`src/sv/g2e_mulr.sv`:
```
`default_nettype none

// signed multiply, rescale by 2^SH rounding half away from zero, saturate to WO bits
module g2e_mulr #(
	parameter int WA = 32,
	parameter int WB = 32,
	parameter int SH = 32,
	parameter int WO = 32
) (
	input  logic                 clk,
	input  logic signed [WA-1:0] a,
	input  logic signed [WB-1:0] b,
	output logic signed [WO-1:0] y
);

	localparam logic [127:0] RND     = 128'd1 << (SH - 1);
	localparam logic [127:0] POS_LIM = (128'd1 << (WO - 1)) - 128'd1;
	localparam logic [127:0] NEG_LIM = 128'd1 << (WO - 1);

	logic [WA:0]   abs_a;
	logic [WB:0]   abs_b;
	logic          neg_s1, neg_s2, neg_s3;
	logic [63:0]   ma_s1, mb_s1;
	logic [63:0]   ll_s2, lh_s2, hl_s2, hh_s2;
	logic [127:0]  sum_s3;
	logic [127:0]  m_c;
	logic [WO-1:0] y_c;

	// magnitudes
	assign abs_a = a[WA-1] ? ((~{a[WA-1], a}) + 1'b1) : {1'b0, a};
	assign abs_b = b[WB-1] ? ((~{b[WB-1], b}) + 1'b1) : {1'b0, b};

	always_ff @(posedge clk) begin
		neg_s1 <= a[WA-1] ^ b[WB-1];
		ma_s1  <= 64'(abs_a);
		mb_s1  <= 64'(abs_b);
	end

	// partial products of 32-bit halves
	always_ff @(posedge clk) begin
		neg_s2 <= neg_s1;
		ll_s2  <= ma_s1[31:0] * mb_s1[31:0];
		lh_s2  <= ma_s1[31:0] * mb_s1[63:32];
		hl_s2  <= ma_s1[63:32] * mb_s1[31:0];
		hh_s2  <= ma_s1[63:32] * mb_s1[63:32];
	end

	// full product plus rounding half
	always_ff @(posedge clk) begin
		neg_s3 <= neg_s2;
		sum_s3 <= {64'd0, ll_s2} + ({64'd0, lh_s2} << 32) + ({64'd0, hl_s2} << 32)
			+ {hh_s2, 64'd0} + RND;
	end

	// shift, saturate and restore sign
	always_comb begin
		m_c = sum_s3 >> SH;
		if (neg_s3) begin
			y_c = (m_c > NEG_LIM) ? WO'(NEG_LIM) : WO'(~m_c + 128'd1);
		end else begin
			y_c = (m_c > POS_LIM) ? WO'(POS_LIM) : WO'(m_c);
		end
	end

	always_ff @(posedge clk) begin
		y <= y_c;
	end

endmodule

`default_nettype wire

```
`config.mk`:
```
export PLATFORM = sky130hd
export DESIGN_NAME = g2e_mulr
export DESIGN_NICKNAME = d
export VERILOG_FILES = /design/src/sv/g2e_mulr.sv
export SDC_FILE = /design/constraint.sdc
export NUM_CORES = 2
export LEC_CHECK = 0
export ABC_AREA = 1
export BUFFER_PORTS_ARGS = -buffer_cell sky130_fd_sc_hd__buf_2
export CAP_MARGIN = 10
export CORE_MARGIN = 10
export CORE_UTILIZATION = 35
export CTS_CLUSTER_DIAMETER = 80
export DETAILED_ROUTE_END_ITERATION = 7
export HOLD_SLACK_MARGIN = 0.06
export PLACE_DENSITY_LB_ADDON = 0.2
export SLEW_MARGIN = 20
export SYNTH_ARGS = -nofsm -noshare
export SYNTH_HDL_FRONTEND = slang
export SYNTH_SLANG_ARGS = --single-unit
```
`constraint.sdc`:
```
create_clock -name clk -period 6.5 [get_ports clk]
set_input_delay 0 -clock clk [delete_from_list [all_inputs] [get_ports clk]]
set_output_delay 0 -clock clk [all_outputs]
set_load 0.1 [all_outputs]
```
==> run_results.csv <==
group,metric,value,unit
global_route,grt_pass1_wl,228,mm
detailed_routing,drc,0,
cells_and_area,nets,7758,
worst_hold_path,min_path_type,"input pin to register",
detailed_routing,firstDrtPassIters,6,
placement,place_congestion,0.943,
timing,finClkSkew,0.0348,ns
run_status,status,"complete, no violations",
synth,yosysSeqAreaShare,10.2,%
cells_and_area,area_growth,24.0,%
synth,syn_area,0.0459,mm^2
timing,max_slew_margin,42.0,%
critical_path,path_max_fanout,6,
detailed_routing,wirelength,149,mm
placement,io_buffer_count,96,
global_route,grt_pass1_vias,39900,
placement,dp_hpwl,120,mm
critical_path,crit_required,7.00,ns
synth,synth_flop_cell,"dfxtp_1",
floorplanning,die_w,382,um
timing,drv_slew,0,
timing,rsz0062_at_grt,"true",
detailed_routing,ant_nets,0,
cells_and_area,multiInputGateArea,0.0352,mm^2
clocking,cts_root_buffer,"clkbuf_16",
global_route,grt_max_degree,34,
cells_and_area,final_cell_mix,"inv_1 (1,766), nand2_1 (1,516), fa_1 (875), ha_1 (249), buf_4 (241)",
synth,ys_async_sr_fraction,0,%
clocking,cts_made_buffers,34,
placement,place_inst,7986,
cells_and_area,regArea,0.00474,mm^2
cells_and_area,fillCellCount,13200,
global_route,grt_overflow_total,0,
cells_and_area,layout.cells.most_common,"inv_1",
critical_path,start_kind,"register",
synth,synth-edff-count,0,
detailed_routing,vias,37800,
synth,avgSynthCellArea,7.54,um^2
clocking,cts_htree_levels,2,
clocking,cts_max_path_buffers,3,
cells_and_area,drive_gt1_share,16.0,%
global_route,gr-usage-all-layers,19.8,%
cells_and_area,layoutNonFillerInstCount,8237,
synth,synth-seq-cells,233,
critical_path,cp-end-kind,"register",
global_route,antenna_found_initial,4,
synth,synth_cells,6083,
critical_path,slowest_stage,"fa_2",
floorplanning,initial_core_util,35.3,%
detailed_routing,drtIter0Drc,2256,
clocking,clkTransAtPathRegs,0.06,ns
synth,yosysUniqueCellTypes,43,
critical_path,cp_slowest_stage_delay,0.55,ns
floorplanning,rows,132,
timing,fin_crit,6.49,ns
timing,setup_viol,0,
floorplanning,die_h,382,um
timing,final.period_utilization,99.8,%
clocking,cts_tree,"done",
timing,hold_viol,0,
floorplanning,dieArea,0.146,mm^2
detailed_routing,via_per_inst,4.59,
detailed_routing,wl_per_cell,18.1,um
synth,synth-warning-count,0,
job,drv_cap,0,
floorplanning,coreArea,0.130,mm^2
timing,fmax,0.154,GHz
clocking,cts.sink_count,233,
critical_path,path_class,"register to register",
clocking,clkLatencyLatePin,0.60,ns
critical_path,reg2reg_depth,29,
floorplanning,num_io_pins,97,
worst_hold_path,holdPathStages,2,
critical_path,worstPathArrival,6.99,ns
timing,worst_pin_slew,0.870,ns
[synth_stat cells, drive strengths merged, types with 11 or more instances]
master / count / area (um^2)
clkbuf: 271 / 1020
fa: 928 / 18600
nand3: 97 / 485
nor3: 39 / 221
xnor2: 34 / 298
ha: 297 / 3720
nor4: 11 / 68.8
xor2: 83 / 727
dfxtp: 233 / 4660
nor2: 277 / 1060
a21oi: 142 / 714
nand2: 1603 / 6030
nand4: 34 / 219
inv: 1827 / 6860
o21ai: 156 / 833
[worst max-delay path, delay by kind of cell (launching register included)]
kind,cells,cell delay [ns]
adder cells (fa/ha/maj),9,3.95
buffers and inverters,10,1.08
flip-flops,1,0.36
AO/OA/AOI/OAI,1,0.09
XOR/XNOR,1,0.20
AND/OR/NAND/NOR,8,0.72
[per-stage QoR]
step	worst slack [ns]	utilization [%]	area (um^2)	hold slack [ns]	setup TNS, ns
3_5_place_dp	-0.356	39.5	51300	0.146	-6.56
5_1_grt	-0.204	43.8	56900	0.100	-2.83
6_report	0.0122	43.8	56900	0.107	0
2_1_floorplan	0.238	-	45900	0.0277	0
3_3_place_gp	-0.345	39.5	51300	0.143	-5.48
4_1_cts	-0.0275	42.0	54600	0.0811	-0.103
[cell families after synthesis]
logic type | after synthesis | synth area share [%]
flops | 233 | 10.2
xor+xnor | 117 | 2.23
fa+ha+maj | 1225 | 48.6
compound gates | 333 | 3.94
other cells | 1 | 0.00818
simple gates | 2072 | 17.8
buf+inv | 2102 | 17.2
[flip-flops by register name, summed over array words and instances, names as in the netlist]
register,flops
sum_s3,34
neg_s2,1
hh_s2,1
ll_s2,33
neg_s1,1
mb_s1,33
hl_s2,32
lh_s2,32
y,32
neg_s3,1
ma_s1,33
[what timing repair did]
action	4_1_cts	5_1_grt
setup buffers	14	34
gates cloned	3	18
gates resized for setup	198	434
endpoints found under the hold margin	64	0
pin swaps	65	189
setup endpoints to repair	33	33
hold buffers	119	0
[per-layer routing]
metal | vias to the layer above | GRT usage (%) | wire, um
li1 | 17900 | - | -
met1 | 18800 | 26.9 | 66500
met2 | 910 | 33.8 | 71200
met3 | 178 | 2.07 | 7490
met4 | 2 | 4.88 | 4100
met5 | - | 0 | 13
[path summary, 6_finish.rpt]
kind | from | end | slack, ns
worst max-delay path | ma_s1[6]$_DFF_P_ | ll_s2[32]$_DFF_P_ | 0.01
worst min-delay path | a[0] | ma_s1[0]$_DFF_P_ | 0.11
worst max register to register | ma_s1[6]$_DFF_P_ | ll_s2[32]$_DFF_P_ | 0.01
worst min register to register | neg_s2$_DFF_P_ | neg_s3$_DFF_P_ | 0.32
[layout make-up]
cell class,count,share of cell area (%)
multi-input cells,3749,61.9
inverters,1827,12.1
repair buffers,623,11.7
flip-flops and latches,233,8.33
well taps,1742,3.83
clock buffers,41,1.63
clock inverters,20,0.457
diodes,2,0.00880
Power is left out: the tool's default activity adds up to more than one toggle a clock period on the data nets, which glitch-free logic cannot reach.
